===== src/rtl/pm25_air_quality_index_assert.svh =====
// Assertion macros for the PM2.5 air quality index block.
// Included by the top level; no other dependencies.
`ifndef PM25_AIR_QUALITY_INDEX_ASSERT_SVH
`define PM25_AIR_QUALITY_INDEX_ASSERT_SVH

// Implication checked at every rising edge outside reset.
`define PM25_ASSERT_IMP(lbl, ante, cons) \
  lbl: assert property (@(posedge clk) disable iff (!rst_n) (ante) |-> (cons)) \
    else $error("assertion failed");

// Implication whose consequent is checked in the cycle after the antecedent, outside reset.
`define PM25_ASSERT_NXT(lbl, ante, cons) \
  lbl: assert property (@(posedge clk) disable iff (!rst_n) (ante) |=> (cons)) \
    else $error("assertion failed");

`endif


===== src/rtl/pm25aqi_pkg.sv =====
// Package for the PM2.5 air quality index block: widths, band codes,
// band constant tables and the pipeline enable struct. No dependencies.
package pm25aqi_pkg;

  localparam int XW   = 16;  // concentration in tenths
  localparam int AW   = 9;   // index
  localparam int CW   = 3;   // category
  localparam int BW   = 3;   // band code
  localparam int OFW  = 11;  // offset inside a band
  localparam int DIW  = 7;   // index span of a band
  localparam int SPW  = 11;  // concentration span of a band
  localparam int NW   = 19;  // rounding numerator
  localparam int MW   = 17;  // reciprocal
  localparam int SH   = 24;  // reciprocal scale
  localparam int PW   = NW + MW;
  localparam int QW   = 7;   // quotient
  localparam int DW   = 12;  // divisor
  localparam int QDW  = QW + DW;
  localparam int NSTG = 5;

  localparam logic [AW-1:0] TOP_INDEX    = AW'(500);
  localparam logic [CW-1:0] TOP_CATEGORY = CW'(5);

  localparam logic [BW-1:0] BAND_0    = 3'd0;
  localparam logic [BW-1:0] BAND_1    = 3'd1;
  localparam logic [BW-1:0] BAND_2    = 3'd2;
  localparam logic [BW-1:0] BAND_3    = 3'd3;
  localparam logic [BW-1:0] BAND_4    = 3'd4;
  localparam logic [BW-1:0] BAND_5    = 3'd5;
  localparam logic [BW-1:0] BAND_6    = 3'd6;
  localparam logic [BW-1:0] BAND_OVER = 3'd7;

  typedef struct packed {
    logic s1;
    logic s2;
    logic s3;
    logic s4;
    logic s5;
  } pm25aqi_en_t;

  function automatic logic [BW-1:0] band_of(input logic [XW-1:0] x);
    logic [BW-1:0] b;
    if (x <= XW'(120)) begin
      b = BAND_0;
    end else if (x <= XW'(354)) begin
      b = BAND_1;
    end else if (x <= XW'(554)) begin
      b = BAND_2;
    end else if (x <= XW'(1504)) begin
      b = BAND_3;
    end else if (x <= XW'(2504)) begin
      b = BAND_4;
    end else if (x <= XW'(3504)) begin
      b = BAND_5;
    end else if (x <= XW'(5004)) begin
      b = BAND_6;
    end else begin
      b = BAND_OVER;
    end
    return b;
  endfunction

  function automatic logic [XW-1:0] band_clo(input logic [BW-1:0] b);
    logic [XW-1:0] v;
    unique case (b)
      BAND_0:  v = XW'(0);
      BAND_1:  v = XW'(121);
      BAND_2:  v = XW'(355);
      BAND_3:  v = XW'(555);
      BAND_4:  v = XW'(1505);
      BAND_5:  v = XW'(2505);
      BAND_6:  v = XW'(3505);
      default: v = XW'(0);
    endcase
    return v;
  endfunction

  function automatic logic [SPW-1:0] band_span(input logic [BW-1:0] b);
    logic [SPW-1:0] v;
    unique case (b)
      BAND_0:  v = SPW'(120);
      BAND_1:  v = SPW'(233);
      BAND_2:  v = SPW'(199);
      BAND_3:  v = SPW'(949);
      BAND_4:  v = SPW'(999);
      BAND_5:  v = SPW'(999);
      BAND_6:  v = SPW'(1499);
      default: v = SPW'(0);
    endcase
    return v;
  endfunction

  function automatic logic [DIW-1:0] band_dil(input logic [BW-1:0] b);
    logic [DIW-1:0] v;
    unique case (b)
      BAND_0:  v = DIW'(50);
      BAND_1:  v = DIW'(49);
      BAND_2:  v = DIW'(49);
      BAND_3:  v = DIW'(49);
      BAND_4:  v = DIW'(99);
      BAND_5:  v = DIW'(99);
      BAND_6:  v = DIW'(99);
      default: v = DIW'(0);
    endcase
    return v;
  endfunction

  function automatic logic [AW-1:0] band_ilo(input logic [BW-1:0] b);
    logic [AW-1:0] v;
    unique case (b)
      BAND_0:  v = AW'(0);
      BAND_1:  v = AW'(51);
      BAND_2:  v = AW'(101);
      BAND_3:  v = AW'(151);
      BAND_4:  v = AW'(201);
      BAND_5:  v = AW'(301);
      BAND_6:  v = AW'(401);
      default: v = TOP_INDEX;
    endcase
    return v;
  endfunction

  function automatic logic [CW-1:0] band_cat(input logic [BW-1:0] b);
    logic [CW-1:0] v;
    unique case (b)
      BAND_0:  v = CW'(0);
      BAND_1:  v = CW'(1);
      BAND_2:  v = CW'(2);
      BAND_3:  v = CW'(3);
      BAND_4:  v = CW'(4);
      BAND_5:  v = CW'(5);
      BAND_6:  v = CW'(5);
      default: v = TOP_CATEGORY;
    endcase
    return v;
  endfunction

  // divisor: twice the concentration span
  function automatic logic [DW-1:0] band_div(input logic [BW-1:0] b);
    logic [DW-1:0] v;
    unique case (b)
      BAND_0:  v = DW'(240);
      BAND_1:  v = DW'(466);
      BAND_2:  v = DW'(398);
      BAND_3:  v = DW'(1898);
      BAND_4:  v = DW'(1998);
      BAND_5:  v = DW'(1998);
      BAND_6:  v = DW'(2998);
      default: v = DW'(1);
    endcase
    return v;
  endfunction

  // floor(2^SH / divisor)
  function automatic logic [MW-1:0] band_recip(input logic [BW-1:0] b);
    logic [MW-1:0] v;
    unique case (b)
      BAND_0:  v = MW'(69905);
      BAND_1:  v = MW'(36002);
      BAND_2:  v = MW'(42153);
      BAND_3:  v = MW'(8839);
      BAND_4:  v = MW'(8397);
      BAND_5:  v = MW'(8397);
      BAND_6:  v = MW'(5596);
      default: v = MW'(0);
    endcase
    return v;
  endfunction

endpackage


===== src/rtl/pm25_air_quality_index.sv =====
// Top level of the PM2.5 air quality index block: stage valid bits and
// stall control. Depends on pm25aqi_pkg, pm25aqi_band, pm25aqi_div and the assertion header.
//
// Usage:
//   Input channel in_valid / in_stall / in_pm25_tenths carries one
//   concentration in tenths of ug/m3 per transaction. Output channel
//   out_valid / out_stall / out_aqi_value / out_category returns one
//   index (0..500) and health category (0..5) per input, in order.
//   A transaction completes at a rising edge with valid high and stall low.
//   Throughput is one transaction per cycle while out_stall is low; the
//   pipeline has five register stages (band select, numerator multiply,
//   reciprocal multiply, divisor multiply, correction).
//   Concentrations above 500.4 give index 500, category 5.
//   Reset (rst_n low, synchronous) clears all stage valid bits; the stage
//   data registers are not reset. When out_stall is high the last stage holds its
//   transaction; earlier stages keep filling bubbles, and in_stall rises
//   only once every stage holds a transaction.
module pm25_air_quality_index (
  input  logic                        clk,
  input  logic                        rst_n,
  input  logic                        in_valid,
  output logic                        in_stall,
  input  logic [pm25aqi_pkg::XW-1:0]  in_pm25_tenths,
  output logic                        out_valid,
  input  logic                        out_stall,
  output logic [pm25aqi_pkg::AW-1:0]  out_aqi_value,
  output logic [pm25aqi_pkg::CW-1:0]  out_category
);

  `include "pm25_air_quality_index_assert.svh"

  logic [pm25aqi_pkg::NSTG-1:0] valid_r;
  logic [pm25aqi_pkg::NSTG-1:0] valid_nxt;
  logic [pm25aqi_pkg::NSTG-1:0] rdy;
  pm25aqi_pkg::pm25aqi_en_t     en;
  logic [pm25aqi_pkg::BW-1:0]   band2;
  logic [pm25aqi_pkg::NW-1:0]   num2;

  always_comb begin
    rdy[pm25aqi_pkg::NSTG-1] = !valid_r[pm25aqi_pkg::NSTG-1] || !out_stall;
    for (int i = pm25aqi_pkg::NSTG-2; i >= 0; i--) begin
      rdy[i] = !valid_r[i] || rdy[i+1];
    end
    valid_nxt[0] = rdy[0] ? in_valid : valid_r[0];
    for (int i = 1; i < pm25aqi_pkg::NSTG; i++) begin
      valid_nxt[i] = rdy[i] ? valid_r[i-1] : valid_r[i];
    end
  end

  assign en = '{s1: rdy[0], s2: rdy[1], s3: rdy[2], s4: rdy[3], s5: rdy[4]};

  always_ff @(posedge clk) begin
    if (!rst_n) begin
      valid_r <= '0;
    end else begin
      valid_r <= valid_nxt;
    end
  end

  pm25aqi_band u_band (
    .clk         (clk),
    .en          (en),
    .pm25_tenths (in_pm25_tenths),
    .band2_r     (band2),
    .num2_r      (num2)
  );

  pm25aqi_div u_div (
    .clk    (clk),
    .en     (en),
    .band2  (band2),
    .num2   (num2),
    .aqi5_r (out_aqi_value),
    .cat5_r (out_category)
  );

  assign in_stall  = !rdy[0];
  assign out_valid = valid_r[pm25aqi_pkg::NSTG-1];

  `PM25_ASSERT_IMP(a_index_range, out_valid, out_aqi_value <= pm25aqi_pkg::TOP_INDEX)
  `PM25_ASSERT_IMP(a_good_band, out_valid,
                   (out_category == 3'd0) == (out_aqi_value <= 9'd50))
  `PM25_ASSERT_IMP(a_stall_full, in_stall, valid_r == {pm25aqi_pkg::NSTG{1'b1}})
  `PM25_ASSERT_NXT(a_drain, out_valid && !out_stall && !valid_r[pm25aqi_pkg::NSTG-2],
                   !out_valid)

endmodule


===== src/rtl/pm25aqi_band.sv =====
// Band select and rounding numerator, pipeline stages one and two.
// Depends on pm25aqi_pkg.
module pm25aqi_band (
  input  logic                         clk,
  input  pm25aqi_pkg::pm25aqi_en_t     en,
  input  logic [pm25aqi_pkg::XW-1:0]   pm25_tenths,
  output logic [pm25aqi_pkg::BW-1:0]   band2_r,
  output logic [pm25aqi_pkg::NW-1:0]   num2_r
);

  logic [pm25aqi_pkg::BW-1:0]  band1_r;
  logic [pm25aqi_pkg::OFW-1:0] xoff1_r;
  logic [pm25aqi_pkg::BW-1:0]  band1_nxt;
  logic [pm25aqi_pkg::XW-1:0]  diff;
  logic [pm25aqi_pkg::OFW-1:0] xoff1_nxt;
  logic [pm25aqi_pkg::DIW+pm25aqi_pkg::OFW-1:0] prod;
  logic [pm25aqi_pkg::NW-1:0]  num2_nxt;

  always_comb begin
    band1_nxt = pm25aqi_pkg::band_of(pm25_tenths);
    diff      = pm25_tenths - pm25aqi_pkg::band_clo(band1_nxt);
    xoff1_nxt = (band1_nxt == pm25aqi_pkg::BAND_OVER) ? '0 : diff[pm25aqi_pkg::OFW-1:0];
  end

  always_comb begin
    prod     = (pm25aqi_pkg::DIW+pm25aqi_pkg::OFW)'(pm25aqi_pkg::band_dil(band1_r)) *
               (pm25aqi_pkg::DIW+pm25aqi_pkg::OFW)'(xoff1_r);
    num2_nxt = pm25aqi_pkg::NW'({prod, 1'b0}) +
               pm25aqi_pkg::NW'(pm25aqi_pkg::band_span(band1_r));
  end

  always_ff @(posedge clk) begin
    if (en.s1) begin
      band1_r <= band1_nxt;
      xoff1_r <= xoff1_nxt;
    end
    if (en.s2) begin
      band2_r <= band1_r;
      num2_r  <= num2_nxt;
    end
  end

endmodule


===== src/rtl/pm25aqi_div.sv =====
// Division by the band divisor through a reciprocal multiply with one
// correction step, and the final index and category; stages three to five.
// Depends on pm25aqi_pkg.
module pm25aqi_div (
  input  logic                         clk,
  input  pm25aqi_pkg::pm25aqi_en_t     en,
  input  logic [pm25aqi_pkg::BW-1:0]   band2,
  input  logic [pm25aqi_pkg::NW-1:0]   num2,
  output logic [pm25aqi_pkg::AW-1:0]   aqi5_r,
  output logic [pm25aqi_pkg::CW-1:0]   cat5_r
);

  logic [pm25aqi_pkg::BW-1:0]  band3_r;
  logic [pm25aqi_pkg::NW-1:0]  num3_r;
  logic [pm25aqi_pkg::QW-1:0]  qe3_r;
  logic [pm25aqi_pkg::BW-1:0]  band4_r;
  logic [pm25aqi_pkg::NW-1:0]  num4_r;
  logic [pm25aqi_pkg::QW-1:0]  qe4_r;
  logic [pm25aqi_pkg::QDW-1:0] qd4_r;
  logic [pm25aqi_pkg::PW-1:0]  prod;
  logic [pm25aqi_pkg::QW-1:0]  qe3_nxt;
  logic [pm25aqi_pkg::QDW-1:0] qd4_nxt;
  logic [pm25aqi_pkg::NW-1:0]  rem;
  logic [pm25aqi_pkg::QW-1:0]  quot;
  logic [pm25aqi_pkg::AW-1:0]  aqi5_nxt;

  always_comb begin
    prod    = pm25aqi_pkg::PW'(num2) * pm25aqi_pkg::PW'(pm25aqi_pkg::band_recip(band2));
    qe3_nxt = prod[pm25aqi_pkg::SH +: pm25aqi_pkg::QW];
  end

  assign qd4_nxt = pm25aqi_pkg::QDW'(qe3_r) *
                   pm25aqi_pkg::QDW'(pm25aqi_pkg::band_div(band3_r));

  // the estimate is low by at most one
  always_comb begin
    rem  = num4_r - qd4_r;
    quot = qe4_r +
           pm25aqi_pkg::QW'(rem >= pm25aqi_pkg::NW'(pm25aqi_pkg::band_div(band4_r)));
    aqi5_nxt = (band4_r == pm25aqi_pkg::BAND_OVER) ? pm25aqi_pkg::TOP_INDEX :
               pm25aqi_pkg::band_ilo(band4_r) + pm25aqi_pkg::AW'(quot);
  end

  always_ff @(posedge clk) begin
    if (en.s3) begin
      band3_r <= band2;
      num3_r  <= num2;
      qe3_r   <= qe3_nxt;
    end
    if (en.s4) begin
      band4_r <= band3_r;
      num4_r  <= num3_r;
      qe4_r   <= qe3_r;
      qd4_r   <= qd4_nxt;
    end
    if (en.s5) begin
      aqi5_r <= aqi5_nxt;
      cat5_r <= pm25aqi_pkg::band_cat(band4_r);
    end
  end

endmodule

===== config.mk =====
export PLATFORM = sky130hd
export DESIGN_NAME = pm25_air_quality_index
export DESIGN_NICKNAME = d
export VERILOG_FILES = /design/src/rtl/pm25aqi_pkg.sv /design/src/rtl/pm25_air_quality_index.sv /design/src/rtl/pm25aqi_band.sv /design/src/rtl/pm25aqi_div.sv
export VERILOG_INCLUDE_DIRS = /design/src /design/src/rtl
export SDC_FILE = /design/constraint.sdc
export NUM_CORES = 1
export LEC_CHECK = 0
export ABC_CLOCK_PERIOD_IN_PS = 8400
export BUFFER_PORTS_ARGS = -buffer_cell sky130_fd_sc_hd__buf_2
export CAP_MARGIN = 30
export CELL_PAD_IN_SITES_DETAIL_PLACEMENT = 0
export CELL_PAD_IN_SITES_GLOBAL_PLACEMENT = 2
export CORE_MARGIN = 2
export CORE_UTILIZATION = 43
export CTS_CLUSTER_SIZE = 25
export DETAILED_ROUTE_END_ITERATION = 10
export GPL_TIMING_DRIVEN = 1
export PLACE_DENSITY = 0.93
export RECOVER_POWER = 25
export SLEW_MARGIN = 25
export SYNTH_ARGS = -nofsm -noshare
export SYNTH_HDL_FRONTEND = slang
export SYNTH_HIERARCHICAL = 1
export SYNTH_SLANG_ARGS = --single-unit

===== constraint.sdc =====
create_clock -name clk -period 8.4 [get_ports clk]
set_input_delay 0.84 -clock clk [delete_from_list [all_inputs] [get_ports clk]]
set_output_delay 0.84 -clock clk [all_outputs]
set_load 0.03 [all_outputs]

=== Word-level counts from Yosys, hierarchy flattened ===
Cells that the tools add are included.

* Flip-flop bits (word level): 130
* Word-level logic and storage cells: 103
* Output and inout port bits: 14

* $lt $le $gt $ge: 8
* Muxes and demuxes: 15
* $mul: 3
* Reduce and logical (&&, ||, !) cells: 22
* Add/sub/neg operators: 5
* Equal/unequal tests: 32

{| class="wikitable"
|+ Operator list
! cell !! number
|-
| one-hot mux 12 bit (6 select lines) || 2
|-
| one-hot mux 11 bit (6 select lines) || 2
|-
| one-hot mux 17 bit (6 select lines) || 1
|-
| one-hot mux 9 bit (7 select lines) || 1
|-
| == test 3 bit (second input constant) || 17
|-
| less-or-equal comparator 16 x 12 -> 1 bit (second input constant) || 2
|-
| multiplier 19 x 17 -> 31 bit || 1
|-
| == test 3 x 2 -> 1 bit (second input constant) || 10
|-
| one-hot mux 7 bit (3 select lines) || 1
|-
| adder 19 x 11 -> 19 bit || 1
|-
| >= comparator 19 x 12 -> 1 bit || 1
|-
| multiplier 7 x 12 -> 19 bit || 1
|-
| subtractor 19 bit || 1
|-
| multiplier 7 x 11 -> 18 bit || 1
|-
| 2-to-1 mux 3 bit || 6
|-
| less-or-equal comparator 16 x 10 -> 1 bit (second input constant) || 1
|-
| less-or-equal comparator 16 x 11 -> 1 bit (second input constant) || 1
|-
| less-or-equal comparator 16 x 13 -> 1 bit (second input constant) || 1
|-
| less-or-equal comparator 16 x 7 -> 1 bit (second input constant) || 1
|-
| less-or-equal comparator 16 x 9 -> 1 bit (second input constant) || 1
|-
| == test 3 x 1 -> 1 bit (second input constant) || 5
|-
| one-hot mux 3 bit (5 select lines) || 1
|-
| zero test 3 bit || 4
|-
| subtractor 11 bit || 1
|-
| 7 further kinds || 21
|}

=== Longest topological paths before layout ===
Gate-level depths: netlist (run 1).

* Depth in word-level cells: 11
* Depth in mapped cells: 28
* Gate-level depth less buffers: 28

=== Cells and area by module ===
The synthesis (run 1) kept the hierarchy.

{| class="wikitable"
|+ By module, submodules not included
! module !! sequential area each (um^2) !! times used !! area each (um^2) !! cells each
|-
| pm25aqi_div || 2672.6 || 1 || 16009.1 || 1686
|-
| pm25aqi_band || 1081.0 || 1 || 4538.1 || 497
|-
| pm25_air_quality_index || 100.1 || 1 || 203.9 || 23
|}

=== Worst setup path after synthesis (run 1) ===
Ideal clock, no wire load.

* Path type: register to register
* Start point: reg u_band/band2_r[2] (netlist bit)
* End point: reg u_div/qe3_r[6] (netlist bit), data pin
* Cell stages (with the launch flop): 24
* Library setup time: 0.260 ns
* Data arrival time: 6.433 ns
* Path slack: 1.707 ns
* Cell sequence: edfxtp_1 > clkbuf_1 > xor2_1 > nor2_1 > clkbuf_1 > nand2_1 > fa_1 > fa_1 > fa_1 > fa_1 > inv_1 > fa_1 > inv_1 > fa_1 > inv_1 > ha_1 > a211oi_1 > nand2_1 > a211oi_2 > o21ai_2 > a311oi_4 > o221ai_2 > a21oi_2 > xnor2_1

* Longest elaborated chain between the ends: 4
* Elaborated cells on any way between the ends: 10
* Classes of those cells: 1 x mul; 6 x eq/ne; 1 x mux; 2 x reduce/logical

{| class="wikitable"
|+ Ends and longest elaborated chain
! element !! line !! text
|-
| start: declaration || pm25aqi_band.sv:7 || <nowiki>output logic [pm25aqi_pkg::BW-1:0] band2_r,</nowiki>
|-
| start signal: assignment || pm25aqi_band.sv:38 || <nowiki>band2_r <= band1_r;</nowiki>
|-
| == test 3 bit || pm25aqi_pkg.sv:157 || <nowiki>unique case (b)</nowiki>
|-
| OR reduction 2 bit (no source line) || -- ||
|-
| one-hot mux 17 bit (6 select lines) (*) || pm25aqi_pkg.sv:157 ||
|-
| multiplier 19 x 17 -> 31 bit (*) || pm25aqi_div.sv:28 || <nowiki>prod = pm25aqi_pkg::PW'(num2) * pm25aqi_pkg::PW'(pm25aqi_pkg::band_recip(band2));</nowiki>
|-
| named net u_div.prod (one bit) || pm25aqi_div.sv:20 || <nowiki>logic [pm25aqi_pkg::PW-1:0] prod;</nowiki>
|-
| end signal: assignment || pm25aqi_div.sv:48 || <nowiki>qe3_r <= qe3_nxt;</nowiki>
|-
| end: declaration || pm25aqi_div.sv:15 || <nowiki>logic [pm25aqi_pkg::QW-1:0] qe3_r;</nowiki>
|}

The timed path passes the listed nets; every way through them passes the cells marked *.
A chain may end at the register's enable or synchronous reset.

=== Final worst setup path (run 1) ===
* Start point: reg u_band/band2_r[1] (netlist bit)
* End point: reg u_div/qe3_r[6] (netlist bit), data pin

The elaborated chain is that of the path after synthesis.

==> results of run 1 <==
how the worst min path moves through the flow:
| stage | startpoint | endpoint | slack [ns] | cells past startpoint |
|---|---|---|---|---|
| after detailed placement | u_div/num3_r[2]$_DFFE_PP_ | u_div/num4_r[2]$_DFFE_PP_ | 0.41 | 0 |
| final | u_div/num3_r[18]$_DFFE_PP_ | u_div/num4_r[18]$_DFFE_PP_ | 0.42 | 0 |
| after global placement | u_div/num3_r[1]$_DFFE_PP_ | u_div/num4_r[1]$_DFFE_PP_ | 0.40 | 0 |
| after global routing | u_div/num3_r[18]$_DFFE_PP_ | u_div/num4_r[18]$_DFFE_PP_ | 0.42 | 0 |
| after floorplan | u_div/num3_r[0]$_DFFE_PP_ | u_div/num4_r[0]$_DFFE_PP_ | 0.40 | 0 |
| after CTS | u_div/num3_r[17]$_DFFE_PP_ | u_div/num4_r[17]$_DFFE_PP_ | 0.42 | 0 |
cells by family (layout without fill, tap and decap cells):
group                    after synthesis  count (layout)
AND/OR/NAND/NOR                      640             640
adder cells (fa/ha/maj)              539             539
buffers and inverters                535             544
AO/OA/AOI/OAI                        269             269
flip-flops                           130             130
XOR/XNOR                              88              88
multiplexers                           5               5
power groups by stage:
stage                     Sequential (mW)  Clock (mW)  Combinational [mW]
final                               0.786       0.748               0.453
after global placement              0.799           0               0.445
after detailed placement            0.799           0               0.450
after CTS                           0.786       0.764               0.454
after floorplan                     0.764           0               0.350
after global routing                0.789       0.791               0.519
area by class of cell:
type | instances | share of cell area
tap | 615 | 0.0348
timing repair buffer | 48 | 0.0131
clock inverter | 13 | 0.00718
multi-input combinational | 1541 | 0.673
sequential | 130 | 0.174
clock buffer | 19 | 0.0196
inverter | 464 | 0.0787
cell usage in the layout, fill, tap and decap left out, types with 26 or more instances in the layout:
| cell type | count |
|---|---|
| buf_2 | 32 |
| xor2_1 | 26 |
| nor3_1 | 32 |
| edfxtp_1 | 125 |
| o21ai_0 | 48 |
| nor2_1 | 97 |
| fa_1 | 303 |
| ha_1 | 236 |
| inv_1 | 462 |
| nor2b_1 | 38 |
| a21oi_1 | 64 |
| nand2_1 | 222 |
| xnor2_1 | 60 |
| o21a_1 | 28 |
| nand3_1 | 40 |
| and2_1 | 119 |
metal layers:
| layer | wire, um | share of wire | global-route usage |
|---|---|---|---|
| met1 | 22000 | 0.44 | 0.283 |
| met2 | 24500 | 0.49 | 0.360 |
| met3 | 2200 | 0.044 | 0.0311 |
| met4 | 1500 | 0.030 | 0.0675 |
| met5 | 13 | 0.00026 | 0 |
sequential cells by signal (all words and copies together) (netlist names):
register / flops
u_band/band1_r: 3
u_band/band2_r: 3
u_band/num2_r: 19
u_band/xoff1_r: 11
u_div/aqi5_r: 9
u_div/band3_r: 3
u_div/band4_r: 3
u_div/cat5_r: 3
u_div/num3_r: 19
u_div/num4_r: 19
u_div/qd4_r: 19
u_div/qe3_r: 7
u_div/qe4_r: 7
valid_r: 5
worst max-delay path, delay by kind of cell, from the launching register on:
| family | cells | cell delay, ns |
|---|---|---|
| adder cells (fa/ha/maj) | 7 | 3.11 |
| AO/OA/AOI/OAI | 6 | 1.53 |
| buffers and inverters | 7 | 1.02 |
| AND/OR/NAND/NOR | 4 | 0.95 |
| flip-flops | 1 | 0.35 |
| XOR/XNOR | 1 | 0.07 |
==> flow_metrics.tcl, run 1 <==
set metrics [dict create \
    outcome "finished, final reports clean" \
    dpl.hpwl_mm 41.3 \
    multi_input_area_sq_mm 0.0149 \
    ir_drop_mv 0.141 \
    rsz0062_at_grt "no" \
    ys_ff_latch 130 \
    synth-compound-area-share 0.0894 \
    ctsHoldBuffers 0 \
    gp_routability_congestion 0.913 \
    numCtsBuffers 17 \
    clkLatencyLatePin_ns 0.42 \
    pre_cts_slack_ns 1.10 \
    cts_buffer_depth 2 \
    cp.arrival_ns 7.47 \
    ys_warn_count 6 \
    final_core_util 0.465 \
    synth_top_family_by_area "adder cells" \
    yosys-top-cells-count "463 x inv_1, 303 x fa_1, 236 x ha_1, 222 x nand2_1, 125 x edfxtp_1" \
    cp_max_fo 30 \
    synth_top_area_share 0.292 \
    fin_cells 2830 \
    p_sw_mw 0.596 \
    drc 0 \
    synth_mux_area_frac 0.00241 \
    min_period_over_period 0.869 \
    critPathSlowestCell "nor2_1" \
    diodes 0 \
    timing.rr.start "u_band/band2_r[1]$_DFFE_PP_" \
    tightestPinTransition_ns 1.20 \
    rows 80 \
    initial_core_util 0.436 \
    port_buffers 33 \
    relSlewSlack 0.197 \
    yosys.area_share.simple 0.153 \
    ant_nets 0 \
    syn_area_sq_mm 0.0208 \
    tritoncts "yes" \
    drive_above_1_share 0.0542 \
    register_area_sq_mm 0.00385 \
    hp-class "register to register" \
    synth.avg_cell_area_sq_um 9.41 \
    grt_pass1_wl_mm 83.9 \
    path_common_cell "fa_1" \
    r2r_end "u_div/qe3_r[6]$_DFFE_PP_" \
    synthAdderAreaFrac 0.435 \
    synth.distinct_cells 78 \
    core_sq_mm 0.0476 \
    htreeDepth 4 \
    p_leak_nw 11.4 \
    wirelength_mm 50.3 \
    cp.required_ns 8.57 \
    synth_ff_type "edfxtp_1" \
    p_int_mw 1.39 \
    synth_top_cell_by_area "fa_1" \
    endpoint_kind "register" \
    routed_via_density 5.23 \
    cp-startpoint "u_band/band2_r[1]$_DFFE_PP_" \
    synth_edf_count 125 \
    setup_viol 0 \
    grt_max_degree 42 \
    max_clock_freq_mhz 137 \
    nets 2761 \
    timing.hold.ws_ns 0.420 \
    synthArstFlopShare 0 \
    antenna_found_initial 1 \
    r2r_slack_ns 1.10 \
    cts_resized 0 \
    syn-num-nets 2765 \
    slew_violations 0 \
    final_area_sq_mm 0.0221 \
    power_density_mw_per_mm2 89.7 \
    cap_violations 0 \
    dieHeight_um 224 \
    crit_end "u_div/qe3_r[6]$_DFFE_PP_" \
    syn_inst 2206 \
    syn_to_final_growth_pct 6.66 \
    cts_sinks 130 \
    root_buffer "clkbuf_16" \
    reg2regPathDepth 25 \
    post-route-min-period_ns 7.30 \
    post_cts_buffers 0 \
    tns_ns 0 \
    clkPwrFrac 0.376 \
    first_iter_violations 825 \
    grt.total_usage 0.213 \
    route.vias.total 14800 \
    ys_seq_area_frac 0.186 \
    dpl_cell_area_sq_mm 0.0216 \
    wl_per_cell_um 17.8 \
    dp_cells 2798 \
    io_pins 34 \
    p_comb_frac 0.228 \
    pwr-share-seq 0.396 \
    hold_violations 0 \
    synth_area_leaders "fa_1 29%, edfxtp_1 18%, ha_1 14%" \
    worstSetupPathType "register to register" \
    fin_skew_ns 0.00690 \
    n_fill_cell 4547 \
    die_w_um 224 \
    fin_ws_ns 1.10 \
    synth_most_common_cell "inv_1" \
    drt_pass1_iterations 5 \
    grt_pass1_vias 15900 \
    finalPower_mw 1.99 \
    cp-start-kind "register" \
    synthXorXnorAreaFrac 0.0379 \
    clk_pin_slew_ns 0.06 \
    grt.overflow.total 0 \
    cpPeakStageDelay_ns 0.60 \
    netSwitchingFraction 0.300 \
    die-area_sq_mm 0.0500 \
]
(Power assumes the default switching activity.)
==> run 2, diff against run 1 <==
ABC_CLOCK_PERIOD_IN_PS = 9400   (was 8400)
CORE_UTILIZATION = 46   (was 43)
PLACE_DENSITY = 0.95   (was 0.93)
clock period = 9.4 ns   (was 8.4 ns; I/O delays follow)
==> run 2 against run 1 <==
Register-to-register slack improved by 0.64 ns. Sequential power down 11%. First-iteration DRC count rose by 6.9%. Power fell by 12%. Non-clock buffer count decreased by 3. Critical path type unchanged. Highest routed layer is now met4.
==> flow_metrics.tcl, run 2 (same netlist as run 1, synthesis figures left out) <==
set metrics [dict create \
    rsz0062_at_grt "no" \
    wirelength_mm 49.9 \
    tightestPinTransition_ns 1.17 \
    worstSetupPathType "register to register" \
    ctsHoldBuffers 0 \
    grt.total_usage 0.227 \
    io_pins 34 \
    grt_pass1_wl_mm 84.3 \
    root_buffer "clkbuf_16" \
    dp_cells 2771 \
    cp_max_fo 25 \
    numCtsBuffers 17 \
    clkLatencyLatePin_ns 0.43 \
    hold_violations 0 \
    grt.overflow.total 0 \
    routed_via_density 5.29 \
    nets 2758 \
    clk_pin_slew_ns 0.06 \
    cp.required_ns 9.57 \
    pre_cts_slack_ns 1.85 \
    outcome "finished, final reports clean" \
    grt_pass1_vias 15800 \
    post-route-min-period_ns 7.66 \
    final_common_cell "inv_1" \
    first_iter_violations 882 \
    mostFrequentLayoutCells "462 x inv_1, 303 x fa_1, 236 x ha_1" \
    cp.arrival_ns 7.84 \
    dieHeight_um 216 \
    power_density_mw_per_mm2 79.0 \
    fin_skew_ns 0.0111 \
    hp-class "register to register" \
    dpl.hpwl_mm 41.0 \
    cpPeakStageDelay_ns 0.64 \
    route.vias.total 14800 \
    cts_sinks 130 \
    initial_core_util 0.467 \
    crit_chain "nor2b_2 > buf_4 > nand2_1 > or2_2 > fa_1 > inv_1 > fa_1 > fa_1 > fa_1 > fa_1 > inv_1 > fa_1 > inv_1 > ha_1 > nand4_1 > a21oi_1 > a21oi_1 > o21ai_2 > a311oi_4 > o221ai_2 > a21oi_2 > xnor2_1" \
    drive_above_1_share 0.0565 \
    diodes 0 \
    cp-start-kind "register" \
    slew_violations 0 \
    grt_max_degree 31 \
    die-area_sq_mm 0.0468 \
    fin_ws_ns 1.74 \
    path_common_cell "fa_1" \
    timing.hold.ws_ns 0.418 \
    htreeDepth 4 \
    cts_resized 0 \
    tns_ns 0 \
    syn_to_final_growth_pct 6.34 \
    drt_pass1_iterations 5 \
    wl_per_cell_um 17.8 \
    finalPower_mw 1.74 \
    p_leak_nw 11.3 \
    max_clock_freq_mhz 130 \
    n_fill_cell 4125 \
    gp_routability_congestion 0.906 \
    core_sq_mm 0.0444 \
    ir_drop_mv 0.0986 \
    critPathSlowestCell "nor2b_2" \
    relSlewSlack 0.222 \
    endpoint_kind "register" \
    die_w_um 216 \
    tritoncts "yes" \
    drc 0 \
    antenna_found_initial 0 \
    setup_viol 0 \
    post_cts_buffers 0 \
    rows 77 \
    fin_cells 2804 \
    cts_buffer_depth 2 \
    ant_nets 0 \
    cap_violations 0 \
    min_period_over_period 0.815 \
    port_buffers 33 \
]
-- run 2: cell types whose count changed in the layout (fill, tap and decap cells not counted), moves of 2 or more --
cell | previous run | this run
clkinv_2 | 0 | 3
clkinv_1 | 3 | 0
buf_4 | 12 | 9
clkinvlp_4 | 3 | 5
bufinv_16 | 3 | 1
clkbuf_1 | 5 | 2
-- run 2: path summary, 6_finish.rpt --
check / cells past startpoint / slack, ns / to / startpoint
setup / recovery: 22 / 1.74 / u_div/qe3_r[6]$_DFFE_PP_ / u_band/band2_r[0]$_DFFE_PP_
hold / removal: 0 / 0.42 / u_div/num4_r[14]$_DFFE_PP_ / u_div/num3_r[14]$_DFFE_PP_
setup reg to reg: 22 / 1.74 / u_div/qe3_r[6]$_DFFE_PP_ / u_band/band2_r[0]$_DFFE_PP_
hold reg to reg: 0 / 0.42 / u_div/num4_r[14]$_DFFE_PP_ / u_div/num3_r[14]$_DFFE_PP_
-- run 2: through the flow --
| stage | util | area [sq um] |
|---|---|---|
| after floorplan | - | 20800 |
| after global placement | 0.483 | 21500 |
| after detailed placement | 0.484 | 21500 |
| after CTS | 0.497 | 22100 |
| after global routing | 0.497 | 22100 |
| final | 0.497 | 22100 |
-- run 2: power by group --
group / total [mW] / switching (mW) / internal, mW / leakage [nW]
combinational: 0.408 / 0.240 / 0.168 / 9.59
sequential: 0.702 / 0.0441 / 0.658 / 1.48
clock: 0.632 / 0.267 / 0.365 / 0.262
total: 1.74 / 0.551 / 1.19 / 11.3
-- run 2: layout make-up --
| class | instances | area [sq um] | share of cell area |
|---|---|---|---|
| flip-flops and latches | 130 | 3850 | 0.175 |
| clock buffers | 17 | 425 | 0.0193 |
| clock inverters | 15 | 135 | 0.00612 |
| multi-input cells | 1541 | 14900 | 0.676 |
| inverters | 464 | 1740 | 0.0789 |
| well taps | 592 | 741 | 0.0336 |
| repair buffers | 45 | 260 | 0.0118 |
-- run 2: critical path: cells and delay by family (launching register included) --
| family | cells | cell delay, ns |
|---|---|---|
| adder cells (fa/ha/maj) | 7 | 3.49 |
| flip-flops | 1 | 0.57 |
| XOR/XNOR | 1 | 0.08 |
| buffers and inverters | 4 | 0.61 |
| AO/OA/AOI/OAI | 6 | 1.32 |
| AND/OR/NAND/NOR | 4 | 1.32 |
-- run 2: per-layer routing --
metal	vias up	global-route usage	part of all wire
met2	344	0.389	0.49
met5	-	0	0
met1	7385	0.304	0.44
li1	7027	-	-
met3	66	0.0335	0.047
met4	0	0.0571	0.020
==> run 3, diff against run 2 <==
ABC_CLOCK_PERIOD_IN_PS = 8000   (was 9400)
CORE_UTILIZATION = 43   (was 46)
PLACE_DENSITY = 0.93   (was 0.95)
clock period = 8 ns   (was 9.4 ns; I/O delays follow)
==> run 3 against run 2 <==
Combinational power rose by 18%. Hold slack lost 0.0015 ns. Core utilization fell by 3.3 points. Register-to-register slack worse by 0.93 ns. Critical path depth increased by 2. Clock-buffer cell count up 1. Worst setup slack worse by 0.93 ns. Die area rose by 6.8%. Via count increased by 0.88%. Non-clock buffer count is 4 higher.
==> flow_metrics.tcl, run 3 (same netlist as run 1, synthesis figures left out) <==
set metrics [dict create \
    grt_pass1_wl_mm 84.5 \
    timing.rr.start "u_band/band2_r[0]$_DFFE_PP_" \
    rsz0062_at_grt "no" \
    cts_resized 0 \
    die_w_um 224 \
    core_sq_mm 0.0476 \
    cp.arrival_ns 7.36 \
    clk_pin_slew_ns 0.06 \
    wirelength_mm 50.9 \
    hold_start "u_div/num3_r[15]$_DFFE_PP_" \
    io_pins 34 \
    routed_via_density 5.28 \
    post-route-min-period_ns 7.19 \
    ctsHoldBuffers 0 \
    pre_cts_slack_ns 0.855 \
    r2r_slack_ns 0.81 \
    hp-class "register to register" \
    cp.required_ns 8.17 \
    first_iter_violations 871 \
    final_area_sq_mm 0.0221 \
    nets 2762 \
    grt_pass1_vias 15900 \
    diodes 0 \
    reg2regPathDepth 24 \
    port_buffers 33 \
    worstSetupPathType "register to register" \
    drive_above_1_share 0.0551 \
    ir_drop_mv 0.156 \
    grt.total_usage 0.215 \
    final_common_cell "inv_1" \
    rows 80 \
    cp_max_fo 41 \
    cts_sinks 130 \
    numCtsBuffers 17 \
    fin_ws_ns 0.809 \
    syn_to_final_growth_pct 6.55 \
    dieHeight_um 224 \
    cp-start-kind "register" \
    tritoncts "yes" \
    drc 0 \
    fin_skew_ns 0.00938 \
    slew_violations 0 \
    die-area_sq_mm 0.0500 \
    dpl_cell_area_sq_mm 0.0216 \
    dpl.hpwl_mm 41.8 \
    hold_end "u_div/num4_r[15]$_DFFE_PP_" \
    initial_core_util 0.436 \
    min_period_over_period 0.899 \
    cap_violations 0 \
    post_cts_buffers 0 \
    wl_per_cell_um 18.0 \
    hold_violations 0 \
    outcome "finished, final reports clean" \
    setup_viol 0 \
    r2r_end "u_div/qe3_r[6]$_DFFE_PP_" \
    timing.hold.ws_ns 0.416 \
    root_buffer "clkbuf_16" \
    max_clock_freq_mhz 139 \
    mostFrequentLayoutCells "462 x inv_1, 303 x fa_1, 236 x ha_1" \
    tns_ns 0 \
    route.vias.total 15000 \
    htreeDepth 4 \
    grt_max_degree 42 \
    relSlewSlack 0.185 \
    final_core_util 0.464 \
    grt.overflow.total 0 \
    worstHoldPathCells 0 \
    drt_pass1_iterations 6 \
    clkLatencyLatePin_ns 0.42 \
    endpoint_kind "register" \
    tightestPinTransition_ns 1.22 \
    gp_routability_congestion 0.868 \
    cts_buffer_depth 2 \
    power_density_mw_per_mm2 93.2 \
    p_leak_nw 11.4 \
    antenna_found_initial 0 \
    ant_nets 0 \
]
-- run 3: cell count changes in the layout (fill, tap and decap cells not counted), sizes merged --
| cell | change |
|---|---|
| bufinv | +1 |
| clkbuf | +1 |
| buf | +4 |
| clkinvlp | -2 |
| clkinv | +1 |
| inv | -2 |
-- run 3: worst max-delay path by stage --
stage                                           start                  endpoint  slack, ns  cells after the start
after global routing      u_band/band2_r[0]$_DFFE_PP_  u_div/qe3_r[6]$_DFFE_PP_       0.41                     26
after CTS                 u_band/band2_r[0]$_DFFE_PP_  u_div/qe3_r[6]$_DFFE_PP_       0.81                     24
final                     u_band/band2_r[0]$_DFFE_PP_  u_div/qe3_r[6]$_DFFE_PP_       0.81                     24
after detailed placement  u_band/band2_r[0]$_DFFE_PP_  u_div/qe3_r[6]$_DFFE_PP_       0.86                     24
after floorplan           u_band/band2_r[2]$_DFFE_PP_  u_div/qe3_r[6]$_DFFE_PP_       1.31                     23
after global placement    u_band/band2_r[0]$_DFFE_PP_  u_div/qe3_r[6]$_DFFE_PP_       0.90                     24
-- run 3: power by group --
part | total, mW | internal [mW] | leakage, nW | switching [mW]
clock | 0.754 | 0.456 | 0.267 | 0.298
combinational | 0.482 | 0.198 | 9.60 | 0.285
sequential | 0.825 | 0.774 | 1.48 | 0.0512
total | 2.06 | 1.43 | 11.4 | 0.634
-- run 3: per-layer routing --
| metal | track usage | wire length [um] | up-vias |
|---|---|---|---|
| met3 | 0.0218 | 2140 | 76 |
| met5 | 0 | 0 | - |
| li1 | - | - | 7041 |
| met1 | 0.289 | 22600 | 7457 |
| met4 | 0.0622 | 1370 | 0 |
| met2 | 0.368 | 24800 | 379 |
-- run 3: area by class of cell --
cell class | count | area [sq um]
Clock buffer | 18 | 429
Timing Repair Buffer | 49 | 289
Clock inverter | 13 | 139
Inverter | 464 | 1740
Fill cell | 4517 | 25500
Tap cell | 615 | 769
Multi-Input combinational cell | 1541 | 14900
Sequential cell | 130 | 3850
-- run 3: metrics by stage --
step	power, mW	cells
CTS	2.08	2830
floorplan	1.17	2206
global route	2.17	2830
finish	2.06	2830
detailed placement	1.32	2799
global placement	1.31	2798
-- run 3: critical path, stage by stage (launching register included) --
cell and delay, ns:
edfxtp_1 0.53, nor2b_2 0.20, buf_4 0.42, inv_1 0.09, o21ai_1 0.13, buf_4 0.29
nand2_1 0.12, fa_1 0.54, inv_1 0.05, fa_1 0.52, fa_1 0.49, fa_1 0.56
fa_1 0.61, inv_1 0.08, fa_1 0.53, inv_1 0.05, ha_1 0.20, nor3_1 0.18
o21ai_0 0.12, a21oi_1 0.18, o21ai_2 0.16, a311oi_4 0.43, o221ai_2 0.19, a21oi_2 0.17
xnor2_1 0.07
